File: src/hw/rtl/sscd_pkg.sv
// Shared types, constants and the event transition table for the smoke-sensor
// mode machine. Used by every module under hw/rtl; depends on nothing.
package sscd_pkg;

  localparam int SAMPLE_BITS = 12;
  localparam int LIMIT_BITS  = 12;
  localparam int TICKS_BITS  = 4;
  localparam int STATUS_BITS = 3;
  localparam int CIDX_BITS   = 2;
  localparam int CDATA_BITS  = 12;
  localparam int IN_BYTES    = (2 + SAMPLE_BITS + 7) / 8;
  localparam int OUT_BYTES   = (STATUS_BITS + SAMPLE_BITS + 7) / 8;

  localparam logic [CIDX_BITS-1:0] REG_CALI_LIMIT   = 2'd0;
  localparam logic [CIDX_BITS-1:0] REG_CALI_TICKS   = 2'd1;
  localparam logic [CIDX_BITS-1:0] REG_DANGER_LEVEL = 2'd2;

  localparam logic [LIMIT_BITS-1:0] CALI_LIMIT_RST   = 12'd200;
  localparam logic [TICKS_BITS-1:0] CALI_TICKS_RST   = 4'd5;
  localparam logic [LIMIT_BITS-1:0] DANGER_LEVEL_RST = 12'd1000;

  localparam logic [1:0] DETECT_EDGE = 2'd2;
  localparam logic [1:0] DETECT_MAX  = 2'd3;
  localparam logic [TICKS_BITS-1:0] CALI_MAX = 4'd15;

  localparam logic REQ_SAMPLE = 1'b0;
  localparam logic REQ_EVENT  = 1'b1;

  localparam logic [1:0] EV_START = 2'd0;
  localparam logic [1:0] EV_NEXT  = 2'd1;
  localparam logic [1:0] EV_PREV  = 2'd2;
  localparam logic [1:0] EV_STOP  = 2'd3;

  localparam logic [STATUS_BITS-1:0] ST_IDLE   = 3'd0;
  localparam logic [STATUS_BITS-1:0] ST_CALI   = 3'd1;
  localparam logic [STATUS_BITS-1:0] ST_DETECT = 3'd2;
  localparam logic [STATUS_BITS-1:0] ST_DANGER = 3'd3;
  localparam logic [STATUS_BITS-1:0] ST_SAFE   = 3'd4;

  typedef enum logic [3:0] {
    MODE_IDLE   = 4'b0001,
    MODE_CALI   = 4'b0010,
    MODE_DETECT = 4'b0100,
    MODE_RESULT = 4'b1000
  } mode_t;

  typedef struct packed {
    logic [LIMIT_BITS-1:0] cali_limit;
    logic [TICKS_BITS-1:0] cali_ticks;
    logic [LIMIT_BITS-1:0] danger_level;
  } cfg_t;

  typedef struct packed {
    logic                   emit;
    logic [STATUS_BITS-1:0] status;
    logic [SAMPLE_BITS-1:0] value;
  } res_t;

  typedef struct packed {
    logic   hit;
    mode_t  mode;
  } trans_t;

  function automatic trans_t next_mode(input mode_t mode, input logic [1:0] ev);
    trans_t t;
    t.hit  = 1'b1;
    t.mode = mode;
    unique case (mode)
      MODE_IDLE: begin
        if (ev == EV_START) t.mode = MODE_CALI;
        else t.hit = 1'b0;
      end
      MODE_CALI: begin
        if (ev == EV_NEXT) t.mode = MODE_DETECT;
        else if (ev == EV_STOP) t.mode = MODE_IDLE;
        else t.hit = 1'b0;
      end
      MODE_DETECT: begin
        if (ev == EV_NEXT) t.mode = MODE_RESULT;
        else if (ev == EV_PREV) t.mode = MODE_CALI;
        else if (ev == EV_STOP) t.mode = MODE_IDLE;
        else t.hit = 1'b0;
      end
      MODE_RESULT: begin
        if (ev == EV_PREV) t.mode = MODE_DETECT;
        else if (ev == EV_STOP) t.mode = MODE_IDLE;
        else t.hit = 1'b0;
      end
      default: t.hit = 1'b0;
    endcase
    return t;
  endfunction

endpackage

File: src/hw/rtl/smoke_sensor_calibrate_detect_fsm_top.sv
// Top level of the smoke-sensor mode machine: input item register, decision
// core, result register. Depends on sscd_pkg, sscd_cfg and sscd_core.
//
//  channel | dir | handshake                 | payload
//  s_axis  | in  | s_tvalid / s_tready       | tuser: req_type; tdata: event_code, sample
//  m_axis  | out | m_tvalid / m_tready       | tdata: status, value
//  cfg     | in  | cfg_valid / cfg_ready     | cfg_index, cfg_data
//
// One item per cycle while the result is not stalled; an item waits in the input
// register, and its report, if any, is loaded into the result register as the item leaves.
// Reset clears the mode machine, counters and valid flags and loads the config defaults.
// A stalled result holds the input register; s_tready stays high while the
// input register is empty or is draining in that cycle.
module smoke_sensor_calibrate_detect_fsm_top (
  input  logic                                clk,
  input  logic                                rst,
  input  logic                                s_tvalid,
  output logic                                s_tready,
  input  logic [8*sscd_pkg::IN_BYTES-1:0]     s_tdata,   // event_code[1:0], sample[13:2], zeros
  input  logic                                s_tuser,   // req_type[0]
  output logic                                m_tvalid,
  input  logic                                m_tready,
  output logic [8*sscd_pkg::OUT_BYTES-1:0]    m_tdata,   // status[2:0], value[14:3], zeros
  input  logic                                cfg_valid,
  output logic                                cfg_ready,
  input  logic [sscd_pkg::CIDX_BITS-1:0]      cfg_index,
  input  logic [sscd_pkg::CDATA_BITS-1:0]     cfg_data
);

  sscd_pkg::cfg_t                   cfg;
  sscd_pkg::res_t                   res;
  logic                             in_valid;
  logic                             in_req;
  logic [1:0]                       in_event;
  logic [sscd_pkg::SAMPLE_BITS-1:0] in_sample;
  logic                             take;
  logic [sscd_pkg::STATUS_BITS-1:0] out_status;
  logic [sscd_pkg::SAMPLE_BITS-1:0] out_value;

  sscd_cfg u_cfg (
    .clk       (clk),
    .rst       (rst),
    .cfg_valid (cfg_valid),
    .cfg_ready (cfg_ready),
    .cfg_index (cfg_index),
    .cfg_data  (cfg_data),
    .cfg       (cfg)
  );

  sscd_core u_core (
    .clk        (clk),
    .rst        (rst),
    .take       (take),
    .req_type   (in_req),
    .event_code (in_event),
    .sample     (in_sample),
    .cfg        (cfg),
    .res        (res)
  );

  assign take     = in_valid && (!m_tvalid || m_tready);
  assign s_tready = !in_valid || take;

  always_ff @(posedge clk) begin
    if (rst) begin
      in_valid <= 1'b0;
    end else if (s_tready) begin
      in_valid <= s_tvalid;
    end
  end

  always_ff @(posedge clk) begin
    if (s_tready && s_tvalid) begin
      in_req    <= s_tuser;
      in_event  <= s_tdata[1:0];
      in_sample <= s_tdata[2 +: sscd_pkg::SAMPLE_BITS];
    end
  end

  always_ff @(posedge clk) begin
    if (rst) begin
      m_tvalid <= 1'b0;
    end else if (!m_tvalid || m_tready) begin
      m_tvalid <= take && res.emit;
    end
  end

  always_ff @(posedge clk) begin
    if (take && res.emit) begin
      out_status <= res.status;
      out_value  <= res.value;
    end
  end

  assign m_tdata = {{(8*sscd_pkg::OUT_BYTES - sscd_pkg::STATUS_BITS
                      - sscd_pkg::SAMPLE_BITS){1'b0}}, out_value, out_status};

  assert property (@(posedge clk) disable iff (rst)
    in_valid && m_tvalid && !m_tready |-> !s_tready && !take)
    else $error("input register drained into a stalled result");

  assert property (@(posedge clk) disable iff (rst)
    take && res.emit |=> m_tvalid)
    else $error("report lost");

  assert property (@(posedge clk) disable iff (rst)
    m_tvalid |-> out_status <= sscd_pkg::ST_SAFE)
    else $error("status out of range");

endmodule

File: src/hw/rtl/sscd_cfg.sv
// Configuration register file: calibration limit, calibration tick count and
// danger level. Depends on sscd_pkg.
module sscd_cfg (
  input  logic                           clk,
  input  logic                           rst,
  input  logic                           cfg_valid,
  output logic                           cfg_ready,
  input  logic [sscd_pkg::CIDX_BITS-1:0] cfg_index,
  input  logic [sscd_pkg::CDATA_BITS-1:0] cfg_data,
  output sscd_pkg::cfg_t                 cfg
);

  assign cfg_ready = 1'b1;

  always_ff @(posedge clk) begin
    if (rst) begin
      cfg.cali_limit   <= sscd_pkg::CALI_LIMIT_RST;
      cfg.cali_ticks   <= sscd_pkg::CALI_TICKS_RST;
      cfg.danger_level <= sscd_pkg::DANGER_LEVEL_RST;
    end else if (cfg_valid) begin
      unique case (cfg_index)
        sscd_pkg::REG_CALI_LIMIT:   cfg.cali_limit   <= cfg_data;
        sscd_pkg::REG_CALI_TICKS:   cfg.cali_ticks   <= cfg_data[sscd_pkg::TICKS_BITS-1:0];
        sscd_pkg::REG_DANGER_LEVEL: cfg.danger_level <= cfg_data;
        default: ;
      endcase
    end
  end

endmodule

File: src/hw/rtl/sscd_core.sv
// Mode machine state and the per-item decision logic: event transitions and
// sample handling. Depends on sscd_pkg.
module sscd_core (
  input  logic                             clk,
  input  logic                             rst,
  input  logic                             take,
  input  logic                             req_type,
  input  logic [1:0]                       event_code,
  input  logic [sscd_pkg::SAMPLE_BITS-1:0] sample,
  input  sscd_pkg::cfg_t                   cfg,
  output sscd_pkg::res_t                   res
);

  sscd_pkg::mode_t                 mode, mode_next;
  logic [sscd_pkg::TICKS_BITS-1:0] cali_count, cali_count_next, cali_inc;
  logic [1:0]                      detect_count, detect_count_next, detect_inc;
  logic                            danger_flag, danger_flag_next;
  sscd_pkg::trans_t                trans;

  always_comb begin
    trans    = sscd_pkg::next_mode(mode, event_code);
    cali_inc = (cali_count == sscd_pkg::CALI_MAX) ? cali_count
                                                  : cali_count + 1'b1;
    detect_inc = (detect_count == sscd_pkg::DETECT_MAX) ? detect_count
                                                        : detect_count + 1'b1;
    mode_next         = mode;
    cali_count_next   = cali_count;
    detect_count_next = detect_count;
    danger_flag_next  = danger_flag;
    res.emit   = 1'b0;
    res.status = sscd_pkg::ST_IDLE;
    res.value  = sample;
    if (req_type == sscd_pkg::REQ_EVENT) begin
      if (trans.hit) mode_next = trans.mode;
    end else begin
      unique case (mode)
        sscd_pkg::MODE_IDLE: begin
          cali_count_next   = '0;
          detect_count_next = '0;
          danger_flag_next  = 1'b0;
          res.emit   = 1'b1;
          res.status = sscd_pkg::ST_IDLE;
        end
        sscd_pkg::MODE_CALI: begin
          detect_count_next = '0;
          if (sample > cfg.cali_limit) begin
            cali_count_next = '0;
          end else if (cali_inc > cfg.cali_ticks) begin
            cali_count_next = '0;
            mode_next       = sscd_pkg::MODE_DETECT;
          end else begin
            cali_count_next = cali_inc;
            res.emit   = 1'b1;
            res.status = sscd_pkg::ST_CALI;
          end
        end
        sscd_pkg::MODE_DETECT: begin
          if (detect_inc > sscd_pkg::DETECT_EDGE && sample < cfg.danger_level) begin
            danger_flag_next  = 1'b0;
            detect_count_next = '0;
            mode_next         = sscd_pkg::MODE_RESULT;
          end else if (detect_inc < sscd_pkg::DETECT_EDGE &&
                       sample > cfg.danger_level) begin
            danger_flag_next  = 1'b1;
            detect_count_next = '0;
            mode_next         = sscd_pkg::MODE_RESULT;
          end else begin
            detect_count_next = detect_inc;
            res.emit   = 1'b1;
            res.status = sscd_pkg::ST_DETECT;
          end
        end
        sscd_pkg::MODE_RESULT: begin
          res.emit   = 1'b1;
          res.status = danger_flag ? sscd_pkg::ST_DANGER : sscd_pkg::ST_SAFE;
        end
        default: ;
      endcase
    end
  end

  always_ff @(posedge clk) begin
    if (rst) begin
      mode         <= sscd_pkg::MODE_IDLE;
      cali_count   <= '0;
      detect_count <= '0;
      danger_flag  <= 1'b0;
    end else if (take) begin
      mode         <= mode_next;
      cali_count   <= cali_count_next;
      detect_count <= detect_count_next;
      danger_flag  <= danger_flag_next;
    end
  end

  assert property (@(posedge clk) disable iff (rst)
    take && req_type == sscd_pkg::REQ_EVENT |-> !res.emit)
    else $error("event produced a result");

  assert property (@(posedge clk) disable iff (rst)
    mode != sscd_pkg::MODE_DETECT |=> detect_count == '0 || mode == sscd_pkg::MODE_DETECT
      || $stable(detect_count))
    else $error("detect count changed outside detect mode");

  assert property (@(posedge clk) disable iff (rst)
    take && req_type == sscd_pkg::REQ_SAMPLE && mode == sscd_pkg::MODE_RESULT
      |-> res.emit)
    else $error("result mode tick gave no report");

endmodule

File: config.mk
export PLATFORM = sky130hd
export DESIGN_NAME = smoke_sensor_calibrate_detect_fsm_top
export DESIGN_NICKNAME = d
export VERILOG_FILES = /design/src/hw/rtl/sscd_pkg.sv /design/src/hw/rtl/smoke_sensor_calibrate_detect_fsm_top.sv /design/src/hw/rtl/sscd_cfg.sv /design/src/hw/rtl/sscd_core.sv
export SDC_FILE = /design/constraint.sdc
export NUM_CORES = 1
export LEC_CHECK = 0
export BUFFER_PORTS_ARGS = -buffer_cell sky130_fd_sc_hd__buf_4
export CORE_MARGIN = 2
export CORE_UTILIZATION = 40
export DETAILED_ROUTE_END_ITERATION = 8
export PLACE_DENSITY = 0.7
export SLEW_MARGIN = 20
export SYNTH_ARGS = -nofsm -noshare
export SYNTH_HDL_FRONTEND = slang
export SYNTH_SLANG_ARGS = --single-unit
export TNS_END_PERCENT = 30
File: constraint.sdc
create_clock -name clk -period 6.6 [get_ports clk]
set_input_delay 0.33 -clock clk [delete_from_list [all_inputs] [get_ports clk]]
set_output_delay 0.33 -clock clk [all_outputs]
set_load 0.02 [all_outputs]
==> flow_metrics.env, run 1 <==
export IMPL_run_status="complete, no violations"
export IMPL_detail_route_first_pass_iterations=5
export IMPL_filler_cell_count=826
export IMPL_routability_congestion=0.8702
export IMPL_cts_inserted_buffers=9
export IMPL_die_area_um2=9797
export IMPL_ctsLongestPathBuffers=2
export IMPL_route_final_wire_length_um=7754
export IMPL_pre_cts_ws_ps=3371
export IMPL_setup_tns_final_ps=0
export IMPL_final_min_period_over_clock_period_pct=49.12
export IMPL_cts_resized=0
export IMPL_power_switching_share_pct=24.41
export IMPL_grt_overflow_total=0
export IMPL_drt_first_iter_violations=114
export IMPL_final_max_slew_viol_count=0
export IMPL_multiInputGateArea_um2=1693
export IMPL_cts_root_buf="sky130_fd_sc_hd__clkbuf_8"
export IMPL_drt_wirelength_per_cell_um=14.28
export IMPL_cp_common_cell="sky130_fd_sc_hd__ha_1"
export IMPL_yosysUniqueCellTypes=50
export IMPL_routed_via_count=2843
export IMPL_ioPinCount=55
export IMPL_setup_reg_to_reg_worst_slack_ps=3360
export IMPL_pwr_share_clk_pct=36.1
export IMPL_fmaxAchievable_mhz=308.5
export IMPL_synth_top_flop_cell="sky130_fd_sc_hd__dfxtp_1"
export IMPL_worst_hold_path_num_cells=1
export IMPL_insertedDiodeCount=0
export IMPL_area_growth_pct=17.48
export IMPL_synthesis_area_um2=3608
export IMPL_clock_latency_ps=340
export IMPL_totalPowerFinal_uw=909.9
export IMPL_pwr_density_cell_nw_per_um2=214.6
export IMPL_post_layout_nonfiller_instances=543
export IMPL_max_cap_violations=0
export IMPL_capturing_point_of_the_worst_reg2reg_path="out_status[1]"
export IMPL_timing_critical_path_from_type="flip-flop"
export IMPL_hold_start="s_tdata[6]"
export IMPL_design_final_nets=496
export IMPL_design_core_area_um2=8721
export IMPL_slew_headroom_pct=41.57
export IMPL_synth_seq_cells=71
export IMPL_timing_critical_path_arrival_ps=3270
export IMPL_post_synth_inst_count=384
export IMPL_cts_clk_slew_worst_paths_ps=80
export IMPL_vias_per_inst=5.236
export IMPL_avgSynthCellArea_um2=9.397
export IMPL_number_of_setup_violations_in_the_final_report=0
export IMPL_vdd_drop_max_v=0.0001028
export IMPL_seq_area_um2=1722
export IMPL_number_of_clock_sinks=71
export IMPL_finalHoldViolations=0
export IMPL_floorplan_initialDensity_pct=41.38
export IMPL_synth_edf_count=30
export IMPL_yosysWarningCount=0
export IMPL_synth_seq_area_share_pct=47.71
export IMPL_worst_path_dominant_cell_family="simple AND/OR/NAND/NOR gates"
export IMPL_largest_net_degree_at_the_start_of_global_routing=44
export IMPL_synthesis_nets=449
export IMPL_grt_use_total_pct=16.65
export IMPL_postLayoutSetupSlackWorst_ps=3358
export IMPL_rr_worst_depth=12
export IMPL_final_setup_skew_ps=11.11
export IMPL_worst_setup_path_end_kind="flip-flop"
export IMPL_worstHoldEndpoint="in_sample[4]"
export IMPL_worst_slew_pin_transition_ps=873.3
export IMPL_cts_hold_buffers_added=0
export IMPL_synth_async_sr_flop_share_pct=0
export IMPL_residual_drc=0
export IMPL_timing_setup_critical_path_class="flip-flop to flip-flop"
export IMPL_die_x_um=98.98
export IMPL_ant_nets=0
export IMPL_seq_power_share_pct=53.5
export IMPL_path_max_fanout=15
export IMPL_first_global_vias=2725
export IMPL_post_cts_setup_buffer_count=0
export IMPL_most_common_library_cell_in_the_layout_ignoring_fill_and_taps="sky130_fd_sc_hd__nand2_1"
export IMPL_floorplan_die_height_um=98.98
export IMPL_cell_count_after_placement=528
export IMPL_drive_above_1_share_pct=17.24
export IMPL_power_switching_uw=222.1
export IMPL_cellLeakagePower_uw=0.001712
export IMPL_slowest_stage="sky130_fd_sc_hd__dfxtp_1"
export IMPL_critical_path_max_stage_delay_ps=410
export IMPL_post_route_min_period_ps=3242
export IMPL_row_count=34
export IMPL_tritoncts="built"
export IMPL_detailed_place_hpwl_um=5619
export IMPL_port_buffer_count=50
export IMPL_grt_setup_unrepaired="no"
export IMPL_cp_cell_sequence="ha_1 > nand3_1 > mux2_2 > ha_1 > nand2b_1 > a21oi_1 > o21ai_0 > nand2_1 > or2_2 > and3_2 > nor3_2 > buf_4"
export IMPL_bufs_and_invs_on_worst_path=1
export IMPL_final_hold_slack_ps=156.5
export IMPL_p_comb_share_pct=10.4
export IMPL_cp_required_ps=6620
export IMPL_hp_class="input port to flip-flop"
export IMPL_rr_startpoint="u_core.cali_count[0]"
export IMPL_antenna_violations_before_repair=0
export IMPL_cts_htree_levels=3
export IMPL_internal_dissipation_uw=687.8
export IMPL_commonest_non_fill_non_tap_cells_in_the_layout="sky130_fd_sc_hd__nand2_1, sky130_fd_sc_hd__buf_4, sky130_fd_sc_hd__dfxtp_1, sky130_fd_sc_hd__a21oi_1, sky130_fd_sc_hd__inv_1"
export IMPL_global_route_wire_length_before_repair_um=12920
layer usage:
metal	wire, µm	track usage, %
met5	0	0
met4	130	4.742
met3	376	4.965
met2	3889	29.63
met1	3358	19.34
through the flow:
step / util (%) / instance area [µm²]
6_report: 48.61 / 4239
5_1_grt: 48.61 / 4239
4_1_cts: 48.61 / 4239
3_5_place_dp: 46.56 / 4060
3_3_place_gp: 46.56 / 4060
2_1_floorplan: - / 3608
cells by family after synthesis:
family | count (synthesis) | synth area share, %
AOI/OAI and AO/OA | 79 | 13.63
xor gates and xnor gates | 5 | 1.214
adders and majority gates | 29 | 10.06
buffers and inverters | 48 | 5.513
DFF | 71 | 47.71
muxes | 7 | 1.976
other | 2 | 0.2081
and+or+nand+nor | 143 | 19.69
power by group through the flow:
stage	Clock [µW]	Combinational, µW	Sequential, µW
floorplan	0	56.1	496
global placement	0	90.8	496
detailed placement	0	94.6	497
CTS	337	95.2	487
global route	357	107	489
finish	329	94.7	487
layout make-up:
class	instances	area share (%)
Sequential cell	71	40.61
Multi-Input combinational cell	265	39.93
Timing Repair Buffer	52	9.209
Tap cell	108	3.188
Clock buffer	10	3.011
Inverter	32	2.834
Clock inverter	5	1.210
sequential cells by signal, summed over array words and instances (netlist names):
| register | cells |
|---|---|
| in_sample | 12 |
| u_core.danger_flag | 1 |
| in_event | 2 |
| out_value | 12 |
| u_core.mode | 4 |
| u_cfg.cfg | 28 |
| in_req | 1 |
| out_status | 3 |
| u_core.detect_count | 2 |
| u_core.cali_count | 4 |
| m_tvalid | 1 |
| in_valid | 1 |
Yosys cell counts (2+ instances only):
library cell / n / area share, %
sky130_fd_sc_hd__o21a_1: 3 / 0.62
sky130_fd_sc_hd__clkbuf_1: 9 / 0.94
sky130_fd_sc_hd__nor3b_1: 3 / 0.62
sky130_fd_sc_hd__or3_1: 2 / 0.35
sky130_fd_sc_hd__nand3_1: 7 / 0.97
sky130_fd_sc_hd__inv_1: 32 / 3.3
sky130_fd_sc_hd__dfxtp_1: 41 / 23
sky130_fd_sc_hd__nand4b_1: 2 / 0.49
sky130_fd_sc_hd__or2_2: 3 / 0.52
sky130_fd_sc_hd__mux2i_1: 6 / 1.7
sky130_fd_sc_hd__xnor2_1: 4 / 0.97
sky130_fd_sc_hd__ha_1: 29 / 10
sky130_fd_sc_hd__edfxtp_1: 30 / 25
sky130_fd_sc_hd__nor2_1: 22 / 2.3
sky130_fd_sc_hd__a31oi_1: 2 / 0.35
sky130_fd_sc_hd__conb_1: 2 / 0.21
sky130_fd_sc_hd__nor3_1: 7 / 0.97
sky130_fd_sc_hd__nand3b_1: 9 / 1.9
sky130_fd_sc_hd__nand4_1: 8 / 1.4
sky130_fd_sc_hd__o211ai_1: 4 / 0.83
sky130_fd_sc_hd__o31a_1: 2 / 0.49
sky130_fd_sc_hd__o21ai_0: 10 / 1.4
sky130_fd_sc_hd__buf_4: 2 / 0.42
sky130_fd_sc_hd__a211o_1: 6 / 1.5
sky130_fd_sc_hd__nand2b_1: 7 / 1.2
sky130_fd_sc_hd__nor4_1: 2 / 0.35
sky130_fd_sc_hd__buf_2: 3 / 0.42
sky130_fd_sc_hd__a21o_1: 3 / 0.62
sky130_fd_sc_hd__a21oi_1: 39 / 5.4
sky130_fd_sc_hd__nor2b_1: 4 / 0.69
sky130_fd_sc_hd__nand2_1: 59 / 6.1
sky130_fd_sc_hd__or3b_2: 2 / 0.49
sky130_fd_sc_hd__a211oi_1: 3 / 0.62
worst reg2reg max path, cell delays in order (launching register included):
cell,delay (ps)
sky130_fd_sc_hd__dfxtp_1,410
sky130_fd_sc_hd__ha_1,240
sky130_fd_sc_hd__nand3_1,170
sky130_fd_sc_hd__mux2_2,340
sky130_fd_sc_hd__ha_1,300
sky130_fd_sc_hd__nand2b_1,80
sky130_fd_sc_hd__a21oi_1,50
sky130_fd_sc_hd__o21ai_0,250
sky130_fd_sc_hd__nand2_1,110
sky130_fd_sc_hd__or2_2,330
sky130_fd_sc_hd__and3_2,230
sky130_fd_sc_hd__nor3_2,140
sky130_fd_sc_hd__buf_4,280
worst max path at each step:
stage,start,to,slack [ps],cells after the start
floorplan,u_core.cali_count[0],out_status[0],2870,11
global placement,u_core.cali_count[0],out_value[8],3430,12
detailed placement,u_core.cali_count[0],out_value[10],3370,12
CTS,u_core.cali_count[0],out_status[0],3350,12
global route,u_core.cali_count[0],out_value[8],3210,12
finish,u_core.cali_count[0],out_status[1],3360,12
No activity file was read; power rests on OpenSTA's default activity.
==> run 2: changes to the inputs <==
--- a/config.mk
+++ b/config.mk
@@ -9,7 +9,7 @@
 export CORE_MARGIN = 2
 export CORE_UTILIZATION = 40
 export DETAILED_ROUTE_END_ITERATION = 8
-export PLACE_DENSITY = 0.7
+export PLACE_DENSITY = 0.72
 export SLEW_MARGIN = 20
 export SYNTH_ARGS = -nofsm -noshare
 export SYNTH_HDL_FRONTEND = slang
==> constraint.sdc (replaced) <==
create_clock -name clk -period 2.65 [get_ports clk]
set_input_delay 0.1325 -clock clk [delete_from_list [all_inputs] [get_ports clk]]
set_output_delay 0.1325 -clock clk [all_outputs]
set_load 0.02 [all_outputs]
==> flow_metrics.env, run 2 (synthesis results as in run 1) <==
export IMPL_run_status="finished with violations"
export IMPL_failing_checks="negative setup slack"
export IMPL_commonest_non_fill_non_tap_cells_in_the_layout="sky130_fd_sc_hd__buf_4, sky130_fd_sc_hd__nand2_1, sky130_fd_sc_hd__a21oi_1, sky130_fd_sc_hd__dfxtp_1, sky130_fd_sc_hd__inv_1"
export IMPL_postLayoutSetupSlackWorst_ps=-11.86
export IMPL_design_core_area_um2=8721
export IMPL_tritoncts="built"
export IMPL_worst_setup_path_end_kind="flip-flop"
export IMPL_setup_tns_final_ps=-124.9
export IMPL_drt_wirelength_per_cell_um=13.92
export IMPL_detail_route_first_pass_iterations=4
export IMPL_slew_headroom_pct=42.43
export IMPL_pwr_density_cell_nw_per_um2=503.6
export IMPL_post_route_min_period_ps=2662
export IMPL_row_count=34
export IMPL_biggestRegsByFlops="u_cfg.cfg x28, in_sample x12, out_value x12"
export IMPL_port_buffer_count=50
export IMPL_insertedDiodeCount=0
export IMPL_detailed_place_hpwl_um=5758
export IMPL_die_x_um=98.98
export IMPL_power_switching_uw=604.9
export IMPL_vdd_drop_max_v=0.0002129
export IMPL_path_max_fanout=5
export IMPL_pwr_share_clk_pct=37.1
export IMPL_drt_first_iter_violations=150
export IMPL_cts_inserted_buffers=9
export IMPL_cellLeakagePower_uw=0.001902
export IMPL_grt_setup_unrepaired="yes"
export IMPL_fmaxAchievable_mhz=375.7
export IMPL_power_switching_share_pct=25.45
export IMPL_largest_register_ff_count=28
export IMPL_first_global_vias=2974
export IMPL_cts_root_buf="sky130_fd_sc_hd__clkbuf_8"
export IMPL_max_cap_violations=0
export IMPL_p_comb_share_pct=12.1
export IMPL_residual_drc=0
export IMPL_most_common_library_cell_in_the_layout_ignoring_fill_and_taps="sky130_fd_sc_hd__buf_4"
export IMPL_number_of_setup_violations_in_the_final_report=15
export IMPL_floorplan_initialDensity_pct=41.38
export IMPL_ctsLongestPathBuffers=2
export IMPL_drive_above_1_share_pct=21.87
export IMPL_final_min_period_over_clock_period_pct=100.4
export IMPL_die_area_um2=9797
export IMPL_ioPinCount=55
export IMPL_hp_class="input port to flip-flop"
export IMPL_final_max_slew_viol_count=0
export IMPL_cp_required_ps=2720
export IMPL_grt_overflow_total=0
export IMPL_timing_setup_critical_path_class="flip-flop to flip-flop"
export IMPL_route_final_wire_length_um=8059
export IMPL_area_growth_pct=30.79
export IMPL_grt_use_total_pct=17.59
export IMPL_vias_per_inst=5.190
export IMPL_largest_net_degree_at_the_start_of_global_routing=44
export IMPL_timing_critical_path_from_type="flip-flop"
export IMPL_design_final_nets=531
export IMPL_cts_clk_slew_worst_paths_ps=80
export IMPL_routability_congestion=0.8342
export IMPL_antenna_violations_before_repair=0
export IMPL_final_setup_skew_ps=9.098
export IMPL_internal_dissipation_uw=1772
export IMPL_ant_nets=0
export IMPL_clock_latency_ps=350
export IMPL_top_register="u_cfg.cfg"
export IMPL_global_route_wire_length_before_repair_um=13650
export IMPL_number_of_clock_sinks=71
export IMPL_worst_slew_pin_transition_ps=860.4
export IMPL_cts_htree_levels=3
export IMPL_floorplan_die_height_um=98.98
export IMPL_routed_via_count=3005
export IMPL_seq_power_share_pct=50.7
export IMPL_timing_critical_path_arrival_ps=2730
export IMPL_totalPowerFinal_uw=2377
export IMPL_finalHoldViolations=0
[run 2: cell count changes in the layout (fill, tap and decap cells not counted), sizes merged]
cell         previous run  this run
clkbuf                 10         9
buf                    52        66
clkinv                  3         2
dlygate4sd3             0        21
inv                    32        35
[run 2: metal layers]
layer / vias to the layer above / track usage [%] / routed length [µm]
met4: 0 / 6.006 / 167
li1: 1515 / - / -
met3: 17 / 4.752 / 377
met2: 85 / 31.34 / 4172
met5: - / 0 / 0
met1: 1388 / 20.30 / 3341
[run 2: critical path: stages (launching register included)]
cell	delay, ps
sky130_fd_sc_hd__dfxtp_4	360
sky130_fd_sc_hd__ha_4	170
sky130_fd_sc_hd__nand3_4	80
sky130_fd_sc_hd__mux2_4	320
sky130_fd_sc_hd__ha_4	290
sky130_fd_sc_hd__nand4_1	100
sky130_fd_sc_hd__o21ai_2	80
sky130_fd_sc_hd__nand2_1	80
sky130_fd_sc_hd__or2_4	240
sky130_fd_sc_hd__and3_4	180
sky130_fd_sc_hd__nor3_4	220
sky130_fd_sc_hd__buf_6	150
sky130_fd_sc_hd__buf_16	110
[run 2: power by group through the flow]
stage                     clock network (µW)  logic (µW)  registers (µW)
after global placement                     0         240            1230
after CTS                                909         288            1210
after detailed placement                   0         249            1230
after floorplan                            0         143            1230
final                                    883         289            1210
after global routing                     952         323            1210
[run 2: path summary, 6_finish.rpt]
check                       startpoint             to  slack, ps  cells past startpoint
setup reg to reg  u_core.cali_count[0]  out_status[1]        -10                     12
hold / removal                s_tvalid       in_valid         30                      3
setup / recovery  u_core.cali_count[0]  out_status[1]        -10                     12
hold reg to reg          u_cfg.cfg[11]  u_cfg.cfg[11]        460                      2
[run 2: area by class of cell]
| class | count | area [µm²] |
|---|---|---|
| Inverter | 32 | 120.1 |
| Timing Repair Buffer | 87 | 749.5 |
| Clock inverter | 7 | 80.08 |
| Clock buffer | 9 | 123.9 |
| Fill cell | 776 | 4001 |
| Multi-Input combinational cell | 265 | 1780 |
| Sequential cell | 71 | 1730 |
| Tap cell | 108 | 135.1 |
[run 2: timing repair]
| action | in CTS | in global routing |
|---|---|---|
| gates resized for setup | 6 | 7 |
| hold buffers | 21 | 0 |
| endpoints found under the hold margin | 22 | 0 |
| pin swaps | 3 | 3 |
| cloned | 1 | 0 |
| setup endpoints to repair | 15 | 15 |
| buffers inserted | 3 | 1 |
[run 2: through the flow]
| step | setup slack [ps] | area, µm² | hold WS, ps | std cells | utilization, % |
|---|---|---|---|---|---|
| floorplan | -75.22 | 3672 | 231.4 | 384 | - |
| global placement | -24.54 | 4199 | 310.6 | 537 | 48.15 |
| detailed placement | -82.73 | 4199 | 311.9 | 537 | 48.15 |
| CTS | -44.71 | 4690 | 10.44 | 578 | 53.77 |
| global route | -111.6 | 4720 | 16.59 | 579 | 54.12 |
| finish | -11.86 | 4720 | 25.83 | 579 | 54.12 |
==> run 3: changes to the inputs <==
--- a/config.mk
+++ b/config.mk
@@ -5,7 +5,7 @@
 export SDC_FILE = /design/constraint.sdc
 export NUM_CORES = 1
 export LEC_CHECK = 0
-export BUFFER_PORTS_ARGS = -buffer_cell sky130_fd_sc_hd__buf_4
+export BUFFER_PORTS_ARGS = -buffer_cell sky130_fd_sc_hd__buf_2
 export CORE_MARGIN = 2
 export CORE_UTILIZATION = 40
 export DETAILED_ROUTE_END_ITERATION = 8
==> flow_metrics.env, run 3 (synthesis results as in run 1) <==
export IMPL_run_status="finished with violations"
export IMPL_failing_checks="negative setup slack"
export IMPL_biggestRegsByFlops="u_cfg.cfg x28, in_sample x12, out_value x12"
export IMPL_tritoncts="built"
export IMPL_finalHoldViolations=0
export IMPL_cp_required_ps=2720
export IMPL_timing_setup_critical_path_class="flip-flop to flip-flop"
export IMPL_insertedDiodeCount=0
export IMPL_routed_via_count=3014
export IMPL_final_setup_skew_ps=13.94
export IMPL_antenna_violations_before_repair=0
export IMPL_cp_cell_sequence="ha_4 > nand3_4 > mux2_4 > ha_4 > nand2b_4 > a21oi_2 > o21ai_1 > nand2_1 > or2_4 > and3_4 > nor3_4 > buf_6 > buf_12"
export IMPL_cts_htree_levels=3
export IMPL_worst_slew_pin_transition_ps=862.5
export IMPL_postLayoutSetupSlackWorst_ps=-84.39
export IMPL_ioPinCount=55
export IMPL_ctsLongestPathBuffers=2
export IMPL_top_layer_used="met4"
export IMPL_residual_drc=0
export IMPL_largest_net_degree_at_the_start_of_global_routing=44
export IMPL_die_area_um2=9797
export IMPL_detail_route_first_pass_iterations=4
export IMPL_cts_root_buf="sky130_fd_sc_hd__clkbuf_8"
export IMPL_max_cap_violations=0
export IMPL_final_max_slew_viol_count=0
export IMPL_utilization_pct=52.83
export IMPL_post_route_min_period_ps=2734
export IMPL_routedLengthMet1_um=3488
export IMPL_global_route_wire_length_before_repair_um=13680
export IMPL_post_layout_nonfiller_instances=577
export IMPL_drt_first_iter_violations=116
export IMPL_rr_startpoint="u_core.cali_count[0]"
export IMPL_detailed_place_hpwl_um=5961
export IMPL_row_count=34
export IMPL_cellLeakagePower_uw=0.001858
export IMPL_worst_hold_path_num_cells=3
export IMPL_floorplan_die_height_um=98.98
export IMPL_hp_class="input port to flip-flop"
export IMPL_number_of_setup_violations_in_the_final_report=15
export IMPL_critical_path_max_stage_delay_ps=360
export IMPL_design_core_area_um2=8721
export IMPL_area_growth_pct=27.67
export IMPL_most_common_library_cell_in_the_layout_ignoring_fill_and_taps="sky130_fd_sc_hd__nand2_1"
export IMPL_routability_congestion=0.8744
export IMPL_grt_setup_unrepaired="yes"
export IMPL_cp_common_cell="sky130_fd_sc_hd__ha_4"
export IMPL_timing_critical_path_from_type="flip-flop"
export IMPL_worst_setup_path_end_kind="flip-flop"
export IMPL_slew_headroom_pct=42.29
export IMPL_grt_use_total_pct=17.72
export IMPL_rr_worst_depth=13
export IMPL_fmaxAchievable_mhz=365.7
export IMPL_cell_count_after_placement=538
export IMPL_setup_reg_to_reg_worst_slack_ps=-80
export IMPL_bufs_and_invs_on_worst_path=2
export IMPL_top_register="u_cfg.cfg"
export IMPL_drive_above_1_share_pct=22.60
export IMPL_vdd_drop_max_v=0.0003037
export IMPL_cts_inserted_buffers=9
export IMPL_met2_length_um=4338
export IMPL_timing_critical_path_arrival_ps=2800
export IMPL_crit_cells=13
export IMPL_port_buffer_count=50
export IMPL_floorplan_initialDensity_pct=41.38
export IMPL_pre_cts_ws_ps=-70.92
export IMPL_slowest_stage="sky130_fd_sc_hd__dfxtp_4"
export IMPL_capturing_point_of_the_worst_reg2reg_path="out_value[0]"
export IMPL_cts_clk_slew_worst_paths_ps=90
export IMPL_setup_tns_final_ps=-1128
export IMPL_drt_wirelength_per_cell_um=14.41
export IMPL_worst_path_dominant_cell_family="simple AND/OR/NAND/NOR gates"
export IMPL_number_of_clock_sinks=71
export IMPL_vias_per_inst=5.224
export IMPL_largest_register_ff_count=28
export IMPL_die_x_um=98.98
export IMPL_design_final_nets=529
export IMPL_critPathCapture="out_value[0]"
export IMPL_pwr_density_cell_nw_per_um2=533.1
export IMPL_grt_overflow_total=0
export IMPL_route_met3_wl_um=363
export IMPL_commonest_non_fill_non_tap_cells_in_the_layout="sky130_fd_sc_hd__nand2_1, sky130_fd_sc_hd__buf_2, sky130_fd_sc_hd__a21oi_1, sky130_fd_sc_hd__dfxtp_1, sky130_fd_sc_hd__inv_1"
export IMPL_critPathLaunch="u_core.cali_count[0]"
export IMPL_route_final_wire_length_um=8315
export IMPL_path_max_fanout=6
export IMPL_first_global_vias=2923
export IMPL_clock_latency_ps=360
export IMPL_final_min_period_over_clock_period_pct=103.2
export IMPL_ant_nets=0
==> run 3: worst min-delay path by stage <==
| stage | start | endpoint | slack, ps |
|---|---|---|---|
| finish | cfg_data[9] | u_cfg.cfg[25] | 20 |
| floorplan | s_tdata[0] | in_event[0] | 230 |
| global placement | s_tdata[1] | in_event[1] | 310 |
| detailed placement | s_tdata[0] | in_event[0] | 310 |
| CTS | cfg_data[9] | u_cfg.cfg[25] | 3 |
| global route | cfg_data[9] | u_cfg.cfg[25] | 5 |
==> run 3: timing repair <==
action | CTS | global route
hold endpoints to repair | 18 | 0
buffers inserted | 4 | 0
resized for setup | 5 | 11
setup endpoints to repair | 15 | 15
gates cloned | 1 | 0
hold buffers | 18 | 0
pin swaps | 3 | 4
==> run 3: tightest hold or removal path, stage by stage <==
cell and delay (ps):
sky130_fd_sc_hd__buf_2 100, sky130_fd_sc_hd__nand2_1 50, sky130_fd_sc_hd__a21oi_1 50
==> run 3: area by class of cell <==
type	count	area [µm²]
Clock inverter	7	105.1
Fill cell	784	4114
Inverter	32	120.1
Multi-Input combinational cell	265	1790
Clock buffer	9	123.9
Sequential cell	71	1730
Timing Repair Buffer	85	601.8
Tap cell	108	135.1
==> run 3: metal layers <==
| layer | GRT usage (%) | vias to the layer above |
|---|---|---|
| li1 | - | 1515 |
| met1 | 21.13 | 1405 |
| met2 | 31.39 | 79 |
| met3 | 4.468 | 15 |
| met4 | 5.269 | 0 |
| met5 | 0 | - |
==> run 3: power breakdown <==
group | switching, µW | internal [µW]
Sequential | 24.8 | 1180
Clock | 441 | 542
Combinational | 144 | 123
Total | 610 | 1850
==> run 3: per-stage QoR <==
step                      hold slack (ps)  total power, µW  area, µm²
after floorplan                     231.4             1377       3672
after global placement              308.8             1454       4081
after detailed placement            311.0             1465       4081
after CTS                           2.700             2475       4562
after global routing                4.934             2563       4607
final                               15.52             2456       4607
